## src/rtl/afm_pkg.sv

```systemverilog
// Shared constants, register codes and scale tables of the autorange frequency meter.
// Used by afm_if.sv, afm_div.sv and autorange_frequency_meter_core.sv.
`default_nettype none
package afm_pkg;

	localparam int unsigned FREQ_W  = 46;  // millihertz result width
	localparam int unsigned COUNT_W = 32;  // counter word width
	localparam int unsigned GATE_W  = 14;  // gate factor width (max 10000)
	localparam int unsigned CHK_W   = FREQ_W + 4;  // room for 11x a result
	localparam int unsigned ADDR_W  = 4;
	localparam int unsigned DATA_W  = 32;

	localparam logic [COUNT_W-1:0] SWITCH_LIMIT = 32'd1000;

	typedef enum logic [1:0] {
		REG_ENABLE = 2'd0,
		REG_GATE   = 2'd1,
		REG_REF    = 2'd2,
		REG_PER    = 2'd3
	} reg_idx_t;

	typedef enum logic [1:0] {
		GATE_100MS = 2'd0,
		GATE_1S    = 2'd1,
		GATE_10S   = 2'd2
	} gate_sel_t;

	// counts per gate to millihertz
	function automatic logic [GATE_W-1:0] gate_factor(input logic en, input logic [1:0] sel);
		logic [GATE_W-1:0] k;
		k = GATE_W'(10000);
		if (en) begin
			unique case (sel)
				GATE_100MS: k = GATE_W'(10000);
				GATE_1S:    k = GATE_W'(1000);
				default:    k = GATE_W'(100);
			endcase
		end
		return k;
	endfunction

	// reference clock (mHz) times periods averaged: a power of ten 1e8 .. 1e13
	function automatic logic [FREQ_W-1:0] period_num(input logic en, input logic [1:0] ref_sel,
			input logic [1:0] per_sel);
		logic [1:0] per;
		logic [2:0] e;
		logic [FREQ_W-1:0] num;
		per = (per_sel == 2'd3) ? 2'd2 : per_sel;
		e   = {1'b0, ref_sel} + {1'b0, per};
		unique case (e)
			3'd0:    num = 46'd100_000_000;
			3'd1:    num = 46'd1_000_000_000;
			3'd2:    num = 46'd10_000_000_000;
			3'd3:    num = 46'd100_000_000_000;
			3'd4:    num = 46'd1_000_000_000_000;
			3'd5:    num = 46'd10_000_000_000_000;
			default: num = 46'd100_000_000;
		endcase
		if (!en) begin
			num = 46'd1_000_000_000;
		end
		return num;
	endfunction

endpackage
`default_nettype wire

```

## src/rtl/afm_if.sv

```systemverilog
// Stream channels of the autorange frequency meter: poll items in, measurements out.
// Widths from afm_pkg.
`default_nettype none
interface afm_poll_if;
	logic                        valid;
	logic                        ready;
	logic                        freq_done;
	logic                        period_done;
	logic                        freq_ovf;
	logic                        period_ovf;
	logic                        freq_busy;
	logic                        period_busy;
	logic [afm_pkg::COUNT_W-1:0] freq_count;
	logic [afm_pkg::COUNT_W-1:0] period_count;

	modport source (output valid, freq_done, period_done, freq_ovf, period_ovf,
		freq_busy, period_busy, freq_count, period_count, input ready);
	modport sink (input valid, freq_done, period_done, freq_ovf, period_ovf,
		freq_busy, period_busy, freq_count, period_count, output ready);
endinterface

interface afm_meas_if;
	logic                        valid;
	logic                        ready;
	logic [afm_pkg::FREQ_W-1:0]  frequency_mhz;
	logic                        frequency_valid;
	logic                        using_period;
	logic                        freq_lamp;
	logic                        period_lamp;
	logic [afm_pkg::COUNT_W-1:0] freq_shown;
	logic [afm_pkg::COUNT_W-1:0] period_shown;

	modport source (output valid, frequency_mhz, frequency_valid, using_period, freq_lamp,
		period_lamp, freq_shown, period_shown, input ready);
	modport sink (input valid, frequency_mhz, frequency_valid, using_period, freq_lamp,
		period_lamp, freq_shown, period_shown, output ready);
endinterface
`default_nettype wire

```

## src/rtl/afm_div.sv

```systemverilog
// Restoring divider, one quotient bit per cycle: 46-bit dividend by 32-bit divisor.
// Widths from afm_pkg.
`default_nettype none
module afm_div (
	input  wire logic                        clk,
	input  wire logic                        arst_n,
	input  wire logic                        start,
	input  wire logic [afm_pkg::FREQ_W-1:0]  dividend,
	input  wire logic [afm_pkg::COUNT_W-1:0] divisor,
	output logic                             done,
	output logic [afm_pkg::FREQ_W-1:0]       quotient
);
	localparam int unsigned QW = afm_pkg::FREQ_W;
	localparam int unsigned DW = afm_pkg::COUNT_W;
	localparam int unsigned CW = $clog2(QW + 1);

	logic          busy_q;
	logic          done_q;
	logic [CW-1:0] cnt_q;
	logic [DW-1:0] dvs_q;
	logic [DW-1:0] rem_q;
	logic [QW-1:0] quo_q;  // dividend bits shift out, quotient bits shift in
	logic [DW:0]   rem_sh;
	logic [DW:0]   rem_sub;
	logic          qbit;

	assign rem_sh  = {rem_q, quo_q[QW-1]};
	assign rem_sub = rem_sh - {1'b0, dvs_q};
	assign qbit    = !rem_sub[DW];

	always_ff @(posedge clk or negedge arst_n) begin
		if (!arst_n) begin
			busy_q <= 1'b0;
			done_q <= 1'b0;
			cnt_q  <= '0;
		end else begin
			done_q <= 1'b0;
			if (start) begin
				busy_q <= 1'b1;
				cnt_q  <= CW'(QW);
			end else if (busy_q) begin
				cnt_q <= cnt_q - CW'(1);
				if (cnt_q == CW'(1)) begin
					busy_q <= 1'b0;
					done_q <= 1'b1;
				end
			end
		end
	end

	always_ff @(posedge clk) begin
		if (start) begin
			rem_q <= '0;
			quo_q <= dividend;
			dvs_q <= divisor;
		end else if (busy_q) begin
			rem_q <= qbit ? rem_sub[DW-1:0] : rem_sh[DW-1:0];
			quo_q <= {quo_q[QW-2:0], qbit};
		end
	end

	assign done     = done_q;
	assign quotient = quo_q;
endmodule
`default_nettype wire

```

## src/rtl/autorange_frequency_meter_core.sv

```systemverilog
// Autorange frequency meter: poll decode, gate/period autorange, result check.
// Depends on afm_pkg, afm_if.sv (afm_poll_if, afm_meas_if) and afm_div.
//
// Usage:
//  - poll (sink): one transaction per poll of the counters (flags and both
//    count words). meas (source): exactly one transaction per poll with the
//    last frequency in mHz, its +-10% check, the mode, lamps and shown counts.
//  - APB port: four registers at byte addresses 0, 4, 8, 12 (enable, gate
//    select, reference clock select, periods select). Write only while idle.
//  - Path from accept to meas.valid: straight to the output state when the
//    poll gives no new result; a zero period count goes through x10 and two
//    bound compares, a gated result adds a multiply before them and a period
//    result the 46-step shift-subtract divider.
//  - poll.ready is high only in the idle state and returns with meas.valid.
//    The result goes to an output register, so the next poll is taken while
//    meas waits; a stalled meas holds a finished poll in its last state.
//  - Reset: no result yet (0 mHz, invalid), gate mode, lamps off, shown
//    counts 0, enable = 1, all selects 0.
`default_nettype none
module autorange_frequency_meter_core (
	input  wire logic                         clk,
	input  wire logic                         arst_n,
	afm_poll_if.sink                          poll,
	afm_meas_if.source                        meas,
	input  wire logic                         psel,
	input  wire logic                         penable,
	input  wire logic                         pwrite,
	input  wire logic [afm_pkg::ADDR_W-1:0]   paddr,
	input  wire logic [afm_pkg::DATA_W-1:0]   pwdata,
	output logic      [afm_pkg::DATA_W-1:0]   prdata,
	output logic                              pready
);
	localparam int unsigned FW = afm_pkg::FREQ_W;
	localparam int unsigned CW = afm_pkg::COUNT_W;
	localparam int unsigned TW = afm_pkg::CHK_W;

	typedef enum logic [2:0] {
		ST_IDLE,
		ST_MUL,
		ST_DIV,
		ST_T10,
		ST_CHK_LO,
		ST_CHK_HI,
		ST_OUT
	} state_t;

	state_t state_q;

	// configuration
	logic       en_q;
	logic [1:0] gate_sel_q;
	logic [1:0] ref_sel_q;
	logic [1:0] per_sel_q;

	// meter state
	logic          pmode_q;
	logic [FW-1:0] prev_q;
	logic          ok_q;
	logic          flamp_q;
	logic          plamp_q;
	logic [CW-1:0] fhold_q;
	logic [CW-1:0] phold_q;
	logic          lo_ok_q;

	// datapath
	logic [CW-1:0] fc_q;
	logic [FW-1:0] f_q;
	logic [TW-1:0] t10_q;

	logic          meas_valid_q;
	logic [FW-1:0] meas_f_q;
	logic          meas_ok_q;
	logic          meas_pmode_q;
	logic          meas_flamp_q;
	logic          meas_plamp_q;
	logic [CW-1:0] meas_fhold_q;
	logic [CW-1:0] meas_phold_q;

	logic cfg_wr;
	logic poll_acc;
	logic do_gate;
	logic mode_sw;
	logic do_period;
	logic pc_zero;
	logic div_start;
	logic div_done;
	logic out_free;
	logic [FW-1:0] div_quo;
	logic [FW-1:0] prod;
	logic [TW-1:0] f_w;
	logic [TW-1:0] prev_w;
	logic [TW-1:0] t10;
	logic [TW-1:0] prev9;
	logic [TW-1:0] prev11;

	// APB
	assign pready = 1'b1;
	assign cfg_wr = psel && penable && pwrite;

	always_comb begin
		prdata = '0;
		unique case (afm_pkg::reg_idx_t'(paddr[3:2]))
			afm_pkg::REG_ENABLE: prdata = {31'd0, en_q};
			afm_pkg::REG_GATE:   prdata = {30'd0, gate_sel_q};
			afm_pkg::REG_REF:    prdata = {30'd0, ref_sel_q};
			afm_pkg::REG_PER:    prdata = {30'd0, per_sel_q};
			default:             prdata = '0;
		endcase
	end

	always_ff @(posedge clk or negedge arst_n) begin
		if (!arst_n) begin
			en_q       <= 1'b1;
			gate_sel_q <= 2'd0;
			ref_sel_q  <= 2'd0;
			per_sel_q  <= 2'd0;
		end else if (cfg_wr) begin
			unique case (afm_pkg::reg_idx_t'(paddr[3:2]))
				afm_pkg::REG_ENABLE: en_q       <= pwdata[0];
				afm_pkg::REG_GATE:   gate_sel_q <= pwdata[1:0];
				afm_pkg::REG_REF:    ref_sel_q  <= pwdata[1:0];
				afm_pkg::REG_PER:    per_sel_q  <= pwdata[1:0];
				default:             ;
			endcase
		end
	end

	// poll decode: a low gated count switches to period mode, and a period
	// count ready in that same poll is used at once
	assign poll.ready = (state_q == ST_IDLE);
	assign poll_acc   = poll.valid && poll.ready;
	assign do_gate    = poll.freq_done && !pmode_q && (poll.freq_count >= afm_pkg::SWITCH_LIMIT);
	assign mode_sw    = pmode_q
		|| (poll.freq_done && (poll.freq_count < afm_pkg::SWITCH_LIMIT));
	assign do_period  = poll.period_done && mode_sw;
	assign pc_zero    = (poll.period_count == '0);
	assign div_start  = poll_acc && do_period && !pc_zero;

	afm_div u_div (
		.clk      (clk),
		.arst_n   (arst_n),
		.start    (div_start),
		.dividend (afm_pkg::period_num(en_q, ref_sel_q, per_sel_q)),
		.divisor  (poll.period_count),
		.done     (div_done),
		.quotient (div_quo)
	);

	assign prod   = fc_q * afm_pkg::gate_factor(en_q, gate_sel_q);
	assign f_w    = {4'd0, f_q};
	assign prev_w = {4'd0, prev_q};
	assign t10    = (f_w << 3) + (f_w << 1);
	assign prev9  = (prev_w << 3) + prev_w;
	assign prev11 = prev9 + (prev_w << 1);

	assign out_free = !meas_valid_q || meas.ready;

	always_ff @(posedge clk) begin
		if (poll_acc) begin
			fc_q <= poll.freq_count;
			f_q  <= '0;  // zero period count gives 0 mHz
		end
		if (state_q == ST_MUL) begin
			f_q <= prod;
		end
		if (div_done) begin
			f_q <= div_quo;
		end
		if (state_q == ST_T10) begin
			t10_q <= t10;
		end
	end

	always_ff @(posedge clk or negedge arst_n) begin
		if (!arst_n) begin
			state_q      <= ST_IDLE;
			pmode_q      <= 1'b0;
			prev_q       <= '0;
			ok_q         <= 1'b0;
			flamp_q      <= 1'b0;
			plamp_q      <= 1'b0;
			fhold_q      <= '0;
			phold_q      <= '0;
			lo_ok_q      <= 1'b0;
			meas_valid_q <= 1'b0;
			meas_f_q     <= '0;
			meas_ok_q    <= 1'b0;
			meas_pmode_q <= 1'b0;
			meas_flamp_q <= 1'b0;
			meas_plamp_q <= 1'b0;
			meas_fhold_q <= '0;
			meas_phold_q <= '0;
		end else begin
			// in ST_OUT the output register is reloaded instead
			if (meas_valid_q && meas.ready && (state_q != ST_OUT)) begin
				meas_valid_q <= 1'b0;
			end
			unique case (state_q)
				ST_IDLE: begin
					if (poll_acc) begin
						flamp_q <= flamp_q ? !poll.freq_done : poll.freq_busy;
						plamp_q <= plamp_q ? !poll.period_done : poll.period_busy;
						if (poll.freq_ovf) begin
							fhold_q <= '1;
						end else if (poll.freq_done) begin
							fhold_q <= poll.freq_count;
						end
						if (poll.period_ovf) begin
							phold_q <= '1;
						end else if (poll.period_done) begin
							phold_q <= poll.period_count;
						end
						pmode_q <= mode_sw && !poll.period_done;
						if (do_gate) begin
							state_q <= ST_MUL;
						end else if (do_period) begin
							state_q <= pc_zero ? ST_T10 : ST_DIV;
						end else begin
							state_q <= ST_OUT;
						end
					end
				end
				ST_MUL: state_q <= ST_T10;
				ST_DIV: begin
					if (div_done) begin
						state_q <= ST_T10;
					end
				end
				ST_T10: state_q <= ST_CHK_LO;
				ST_CHK_LO: begin
					lo_ok_q <= (t10_q >= prev9);
					state_q <= ST_CHK_HI;
				end
				ST_CHK_HI: begin
					ok_q    <= lo_ok_q && (t10_q <= prev11);
					prev_q  <= f_q;
					state_q <= ST_OUT;
				end
				ST_OUT: begin
					if (out_free) begin
						meas_valid_q <= 1'b1;
						meas_f_q     <= prev_q;
						meas_ok_q    <= ok_q;
						meas_pmode_q <= pmode_q;
						meas_flamp_q <= flamp_q;
						meas_plamp_q <= plamp_q;
						meas_fhold_q <= fhold_q;
						meas_phold_q <= phold_q;
						state_q      <= ST_IDLE;
					end
				end
				default: state_q <= ST_IDLE;
			endcase
		end
	end

	assign meas.valid           = meas_valid_q;
	assign meas.frequency_mhz   = meas_f_q;
	assign meas.frequency_valid = meas_ok_q;
	assign meas.using_period    = meas_pmode_q;
	assign meas.freq_lamp       = meas_flamp_q;
	assign meas.period_lamp     = meas_plamp_q;
	assign meas.freq_shown      = meas_fhold_q;
	assign meas.period_shown    = meas_phold_q;
endmodule
`default_nettype wire
```

## src/flat_wrapper.sv

```systemverilog
// flat-port wrapper written by rule: the top's interface ports become plain ports
module autorange_frequency_meter_core_flat 
  (clk, arst_n, psel, penable, pwrite, paddr, pwdata, prdata, pready, poll_valid, poll_freq_done, poll_period_done, poll_freq_ovf, poll_period_ovf, poll_freq_busy, poll_period_busy, poll_freq_count, poll_period_count, poll_ready, meas_valid, meas_frequency_mhz, meas_frequency_valid, meas_using_period, meas_freq_lamp, meas_period_lamp, meas_freq_shown, meas_period_shown, meas_ready);
  afm_poll_if poll_i ();
  afm_meas_if meas_i ();
  input  wire logic clk;
  input  wire logic arst_n;
  input  wire logic psel;
  input  wire logic penable;
  input  wire logic pwrite;
  input  wire logic [afm_pkg::ADDR_W-1:0] paddr;
  input  wire logic [afm_pkg::DATA_W-1:0] pwdata;
  output logic      [afm_pkg::DATA_W-1:0] prdata;
  output logic pready;
  input wire logic [$bits(poll_i.valid)-1:0] poll_valid;
  input wire logic [$bits(poll_i.freq_done)-1:0] poll_freq_done;
  input wire logic [$bits(poll_i.period_done)-1:0] poll_period_done;
  input wire logic [$bits(poll_i.freq_ovf)-1:0] poll_freq_ovf;
  input wire logic [$bits(poll_i.period_ovf)-1:0] poll_period_ovf;
  input wire logic [$bits(poll_i.freq_busy)-1:0] poll_freq_busy;
  input wire logic [$bits(poll_i.period_busy)-1:0] poll_period_busy;
  input wire logic [$bits(poll_i.freq_count)-1:0] poll_freq_count;
  input wire logic [$bits(poll_i.period_count)-1:0] poll_period_count;
  output wire logic [$bits(poll_i.ready)-1:0] poll_ready;
  output wire logic [$bits(meas_i.valid)-1:0] meas_valid;
  output wire logic [$bits(meas_i.frequency_mhz)-1:0] meas_frequency_mhz;
  output wire logic [$bits(meas_i.frequency_valid)-1:0] meas_frequency_valid;
  output wire logic [$bits(meas_i.using_period)-1:0] meas_using_period;
  output wire logic [$bits(meas_i.freq_lamp)-1:0] meas_freq_lamp;
  output wire logic [$bits(meas_i.period_lamp)-1:0] meas_period_lamp;
  output wire logic [$bits(meas_i.freq_shown)-1:0] meas_freq_shown;
  output wire logic [$bits(meas_i.period_shown)-1:0] meas_period_shown;
  input wire logic [$bits(meas_i.ready)-1:0] meas_ready;
  assign poll_i.valid = poll_valid;
  assign poll_i.freq_done = poll_freq_done;
  assign poll_i.period_done = poll_period_done;
  assign poll_i.freq_ovf = poll_freq_ovf;
  assign poll_i.period_ovf = poll_period_ovf;
  assign poll_i.freq_busy = poll_freq_busy;
  assign poll_i.period_busy = poll_period_busy;
  assign poll_i.freq_count = poll_freq_count;
  assign poll_i.period_count = poll_period_count;
  assign poll_ready = poll_i.ready;
  assign meas_valid = meas_i.valid;
  assign meas_frequency_mhz = meas_i.frequency_mhz;
  assign meas_frequency_valid = meas_i.frequency_valid;
  assign meas_using_period = meas_i.using_period;
  assign meas_freq_lamp = meas_i.freq_lamp;
  assign meas_period_lamp = meas_i.period_lamp;
  assign meas_freq_shown = meas_i.freq_shown;
  assign meas_period_shown = meas_i.period_shown;
  assign meas_i.ready = meas_ready;
  autorange_frequency_meter_core u_core (.clk(clk), .arst_n(arst_n), .poll(poll_i), .meas(meas_i), .psel(psel), .penable(penable), .pwrite(pwrite), .paddr(paddr), .pwdata(pwdata), .prdata(prdata), .pready(pready));
endmodule
```

## config.mk

```make
export PLATFORM = sky130hd
export DESIGN_NAME = autorange_frequency_meter_core_flat
export DESIGN_NICKNAME = d
export VERILOG_FILES = /design/src/rtl/afm_pkg.sv /design/src/rtl/afm_if.sv /design/src/rtl/afm_div.sv /design/src/rtl/autorange_frequency_meter_core.sv /design/src/flat_wrapper.sv
export SDC_FILE = /design/constraint.sdc
export NUM_CORES = 2
export LEC_CHECK = 0
export BUFFER_PORTS_ARGS = -buffer_cell sky130_fd_sc_hd__buf_2
export CELL_PAD_IN_SITES_DETAIL_PLACEMENT = 2
export CELL_PAD_IN_SITES_GLOBAL_PLACEMENT = 2
export CORE_AREA = 2 2 304 306
export DETAILED_ROUTE_END_ITERATION = 8
export DIE_AREA = 0 0 306 308
export GPL_ROUTABILITY_DRIVEN = 0
export PLACE_DENSITY = 0.86
export SETUP_SLACK_MARGIN = 0.15
export SLEW_MARGIN = 20
export SYNTH_ARGS = -nofsm -noshare
export SYNTH_HDL_FRONTEND = slang
export SYNTH_HIERARCHICAL = 1
export SYNTH_SLANG_ARGS = --single-unit
```

## constraint.sdc

```tcl
create_clock -name clk -period 13.44 [get_ports clk]
set_input_delay 2.688 -clock clk [delete_from_list [all_inputs] [get_ports clk]]
set_output_delay 2.688 -clock clk [all_outputs]
set_load 0.02 [all_outputs]
```

## Yosys cells after proc, flatten, opt, wreduce, memory -nomap -nowiden

Cells that the tools add are included.

- Bits in registers: 486
- Latch bits: 0
- RAM bits: 0
- Memory bits (read-only): 0
- Bits of input ports: 113
- Output and inout bits: 149
- Word-level logic and storage cells: 136
- Memories: 0

- Add/subtract/negate cells: 6
- $mul: 1
- Div/mod/pow operators: 0
- Order comparisons: 4
- Eq/ne operators: 21
- Shifts and indexed selects: 0
- Multiplexer cells: 36
- Bitwise logic cells: 0
- Reduce and logical (&&, ||, !) cells: 38

Operator list:

| kind | number |
|---|---|
| 2-to-1 mux 46 bit | 5 |
| case mux 44 bit (5 select lines) | 1 |
| 2-to-1 mux 32 bit | 5 |
| case mux 32 bit (4 select lines) | 1 |
| adder 49 x 46 -> 50 bit | 1 |
| adder 49 x 47 -> 50 bit | 1 |
| adder 50 x 47 -> 50 bit | 1 |
| greater-or-equal comparator 50 bit | 1 |
| <= comparator 50 bit | 1 |
| multiplier 32 x 14 -> 46 bit | 1 |
| 2-to-1 mux 44 bit | 1 |
| subtractor 33 x 32 -> 33 bit | 1 |
| greater-or-equal comparator 32 x 10 -> 1 bit (second input constant) | 1 |
| zero test 32 bit | 1 |
| less-than comparator 32 x 10 -> 1 bit (second input constant) | 1 |
| case mux 14 bit (2 select lines) | 1 |
| case mux 3 bit (7 select lines) | 1 |
| == test 3 bit (second input constant) | 5 |
| 2-to-1 mux 3 bit | 5 |
| 2-to-1 mux 14 bit | 1 |
| logical AND 1 bit | 13 |
| == test 3 x 2 -> 1 bit (second input constant) | 4 |
| 2-to-1 mux 1 bit | 12 |
| 2-to-1 mux 6 bit | 2 |
| 18 further kinds | 39 |

## Longest topological paths before layout

- Depth after elaboration: 8
- Gate-level depth with buffers: 38
- Gate-level depth less buffers: 38

## Hierarchy

The synthesis kept the hierarchy.

Modules (own cells, without submodules):

| module | times used | cells an instance | area an instance (µm²) |
|---|---|---|---|
| autorange_frequency_meter_core | 1 | 3217 | 33123.0 |
| afm_div | 1 | 644 | 6648.9 |

## Worst setup path before layout

Ideal clock, no wire load.

- Path kind: input -> register
- Start: input poll_valid
- End: register u_core.u_div.quo_q[0], in the netlist u_core/u_div/quotient[0] (enable)
- Data arrival time: 7.829 ns
- Data required time: 13.040 ns
- Path slack: 5.211 ns
- Stages on the path: 8
- Path buffers: 3
- Cells stage by stage: nor4b_1 > nand2_1 > clkbuf_1 > nor3_1 > clkbuf_1 > clkbuf_1 > nor2_1 > inv_1

- Longest elaborated chain between the ends: 4

RTL lines:

| item | line | source |
|---|---|---|
| from (decl) | flat_wrapper.sv:15 | `input wire logic [$bits(poll_i.valid)-1:0] poll_valid;` |
| logical AND 1 bit | autorange_frequency_meter_core.sv:131 | `assign poll_acc = poll.valid && poll.ready;` |
| logical AND 1 bit (2 in series) | autorange_frequency_meter_core.sv:137 | `assign div_start = poll_acc && do_period && !pc_zero;` |
| named net u_core.div_start | autorange_frequency_meter_core.sv:85 | `logic div_start;` |
| nonzero test 2 bit (no line) | - |  |
| to (signal assigned) | afm_div.sv:54 | `quo_q <= dividend;` |
| to (signal assigned) | afm_div.sv:58 | `quo_q <= {quo_q[QW-2:0], qbit};` |
| to (decl) | afm_div.sv:22 | `logic [QW-1:0] quo_q;` |

The timed path passes the listed nets, and every way through them passes these cells.
A chain may end at the register's enable or synchronous reset.

## Worst setup path in the final report

- Start: register u_core.en_q
- End: register u_core.f_q[45], data pin

- Longest elaborated chain between the ends: 4

RTL lines:

| item | line | source |
|---|---|---|
| from (decl) | autorange_frequency_meter_core.sv:50 | `logic en_q;` |
| from (signal assigned) | autorange_frequency_meter_core.sv:119 | `afm_pkg::REG_ENABLE: en_q <= pwdata[0];` |
| 2-to-1 mux 14 bit | afm_pkg.sv:32 | `if (en) begin` |
| multiplier 32 x 14 -> 46 bit | autorange_frequency_meter_core.sv:149 | `assign prod = fc_q * afm_pkg::gate_factor(en_q, gate_sel_q);` |
| 2-to-1 mux 46 bit | autorange_frequency_meter_core.sv:163 | `if (state_q == ST_MUL) begin` |
| 2-to-1 mux 46 bit | autorange_frequency_meter_core.sv:166 | `if (div_done) begin` |
| to (signal assigned) | autorange_frequency_meter_core.sv:164 | `f_q <= prod;` |
| to (signal assigned) | autorange_frequency_meter_core.sv:167 | `f_q <= div_quo;` |
| to (decl) | autorange_frequency_meter_core.sv:67 | `logic [FW-1:0] f_q;` |

No other way between the ends.

==> results.sh <==
export IMPL_rsz0062_at_grt="false"
export IMPL_cts_tree="done"
export IMPL_detail_route_antenna_nets=0
export IMPL_cts_num_sinks=485
export IMPL_instances_no_fill=5260
export IMPL_grt_pass1_wl_mm=214.9
export IMPL_placed_cells=5152
export IMPL_tightest_slew_ps=1118
export IMPL_row_count=111
export IMPL_netlist_instances=3861
export IMPL_fp_dieArea_mm2=0.09425
export IMPL_path_class="flop to flop"
export IMPL_grt_ovfl_total=0
export IMPL_synth_area_mm2=0.03977
export IMPL_relSlewSlack_pct=25.25
export IMPL_grt_max_degree=98
export IMPL_cp_required_ps=13850
export IMPL_route_detailed_drc=0
export IMPL_cp_arrival_ps=9060
export IMPL_timing_hold_ws_ps=497.2
export IMPL_antenna_found_initial=2
export IMPL_cts_buffer_depth=3
export IMPL_min_period_ps=8653
export IMPL_fmax_ghz=0.1156
export IMPL_io_pins=262
export IMPL_outcome="finished, final reports clean"
export IMPL_synth_warnings=6
export IMPL_maxCapViolations=0
export IMPL_post_cts_setup_buffer_count=0
export IMPL_cts_resized=0
export IMPL_io_buffer_count=198
export IMPL_finalHoldViolCount=0
export IMPL_ys_flop_type="dfrtp_1"
export IMPL_endpoint_kind="flop"
export IMPL_drive_gt1_share_pct=14.04
export IMPL_min_path_type="flop to flop"
export IMPL_final_cell_mix="ha_1 (434), inv_1 (406), nand2_1 (250)"
export IMPL_nets=4818
export IMPL_finClkSkew_ps=39.94
export IMPL_slew_violations=0
export IMPL_ys_ff_latch=485
export IMPL_start_util_pct=43.72
export IMPL_htreeDepth=2
export IMPL_fin_crit_sh_pct=64.38
export IMPL_clk_pin_slew_ps=60
export IMPL_cts_root_buf="clkbuf_16"
export IMPL_syn_to_final_growth_pct=10.24
export IMPL_cts_hold_buffers=0
export IMPL_ys_types=95
export IMPL_critPathLaunchType="flop"
export IMPL_die_h_um=308
export IMPL_avgRoutedWirePerCell_um=25.99
export IMPL_drt_pass1_iter_count=7
export IMPL_fin_util_pct=48.20
export IMPL_die_w_um=306
export IMPL_dr_first_iter_drc_count=1720
export IMPL_vias_per_cell=5.880
export IMPL_grtUsageTotal_pct=29.01
export IMPL_synth_edf_count=205
export IMPL_final_common_cell="ha_1"
export IMPL_vias=30930
export IMPL_drt_wl_total_mm=136.7
export IMPL_finalSetupViolCount=0
export IMPL_fillCellCount=9364
export IMPL_synth_seq_area_share_pct=32.70
export IMPL_core_area_mm2=0.09097
export IMPL_reg2reg_slack_ps=4790
export IMPL_syn_avg_cell_area_um2=10.30
export IMPL_place_hpwl_mm=101.8
export IMPL_first_global_vias=35880
export IMPL_cts_buffers_inserted=57
export IMPL_crit_fanout=50
export IMPL_fin_setup_tns_ps=0
export IMPL_async_reset_ff_share_pct=51.13
export IMPL_insertion_delay_ps=690
## logic make-up after synthesis
group / share of synthesized area [%]
flops: 32.70
buf+inv: 5.647
compound gates: 13.80
other cells: 0.01888
mux: 6.024
xor+xnor: 4.184
fa+ha+maj: 26.04
simple gates: 11.59
## routing by layer
metal / vias to the layer above / track usage (%) / part of all wire [%]
met5: - / 0 / 0.0095
met4: 2 / 9.841 / 3.4
met3: 245 / 3.429 / 3.2
met2: 647 / 52.48 / 51
met1: 16160 / 35.72 / 42
li1: 13870 / - / -
## state kept, by name, summed over array words and instances, names as in the netlist, 2 cells and up
name	flops
u_core/gate_sel_q	2
u_core/u_div/dvs_q	32
u_core/meas.freq_shown	32
u_core/f_q	46
u_core/u_div/quotient	46
u_core/per_sel_q	2
u_core/ref_sel_q	2
u_core/u_div/cnt_q	6
u_core/fhold_q	32
u_core/phold_q	32
u_core/t10_q	49
u_core/meas.frequency_mhz	46
u_core/u_div/rem_q	32
u_core/meas.period_shown	32
u_core/fc_q	32
u_core/prev_q	46
u_core/state_q	3
## critical path, stage by stage, from the launching register on
cell and delay [ps]:
dfstp_2 510, buf_4 490, nand2_1 790, nand2_1 410
a21oi_1 190, fa_1 490, inv_1 120, fa_1 440
inv_1 120, ha_1 300, fa_1 520, fa_1 550
ha_1 360, ha_1 390, o21ai_0 130, nand2b_1 100
a21oi_1 90, o31a_1 350, o31a_1 300, o21a_1 270
o41ai_2 640, a31oi_1 270, a21oi_1 270, a41oi_1 150
o41ai_1 120
## through the flow
| step | area (µm²) | setup WS [ps] |
|---|---|---|
| 2_1_floorplan | 39930 | 5211 |
| 3_3_place_gp | 41900 | 5271 |
| 3_5_place_dp | 41900 | 4886 |
| 4_1_cts | 43840 | 4794 |
| 5_1_grt | 43850 | 4310 |
| 6_report | 43850 | 4787 |
## synthesized netlist by cell type, types with 10 or more instances
cell type,count,area share [%]
a211o_1,11,0.24
a211oi_1,23,0.43
a21o_1,143,2.7
a21oi_1,197,2.5
a221o_1,10,0.25
a311oi_1,30,0.66
a31o_2,10,0.22
a31oi_1,30,0.47
and2_1,133,2.1
and3_1,50,0.79
buf_4,32,0.60
clkbuf_1,103,0.97
dfrtp_1,247,16
dfxtp_1,32,1.6
edfxtp_1,205,15
fa_1,246,12
ha_1,434,14
inv_1,406,3.8
mux2_2,209,5.9
nand2_1,252,2.4
nand2b_1,42,0.66
nand3_1,108,1.4
nand4_1,43,0.68
nor2_1,138,1.3
nor2b_1,28,0.44
nor3_1,37,0.47
nor4_1,17,0.27
o211ai_1,10,0.19
o21a_1,26,0.49
o21ai_0,158,2.0
o21ai_1,16,0.20
o21bai_1,41,0.77
o22a_1,26,0.57
xnor2_1,110,2.4
xor2_1,80,1.8
## cell type report
type                            count  area (µm²)  share of cell area, %
Inverter                          406        1524                  3.476
Clock inverter                     29       391.6                 0.8932
Multi-Input combinational cell   2857       24740                  56.42
Sequential cell                   485       13010                  29.66
Timing Repair Buffer              218        1155                  2.634
Tap cell                         1186        1484                  3.384
Antenna cell                        1       2.502               0.005707
Clock buffer                       78        1545                  3.524
## final timing paths
path / end / cells past startpoint / startpoint
min in group asynchronous: u_core/meas.freq_shown[8]$_DFFE_PN0P_ / 1 / arst_n
hold reg to reg: u_core/t10_q[2]$_DFFE_PP_ / 0 / u_core/f_q[1]$_SDFFCE_PN0P_
setup / recovery: u_core/f_q[45]$_DFFE_PP_ / 24 / u_core/en_q$_DFFE_PN1P_
hold / removal: u_core/t10_q[2]$_DFFE_PP_ / 0 / u_core/f_q[1]$_SDFFCE_PN0P_
max in group asynchronous: u_core/meas.valid$_DFF_PN0_ / 4 / arst_n
setup reg to reg: u_core/f_q[45]$_DFFE_PP_ / 24 / u_core/en_q$_DFFE_PN1P_
Power is left out: the tool's default activity adds up to more than one toggle a clock period on the data nets, which glitch-free logic cannot reach.
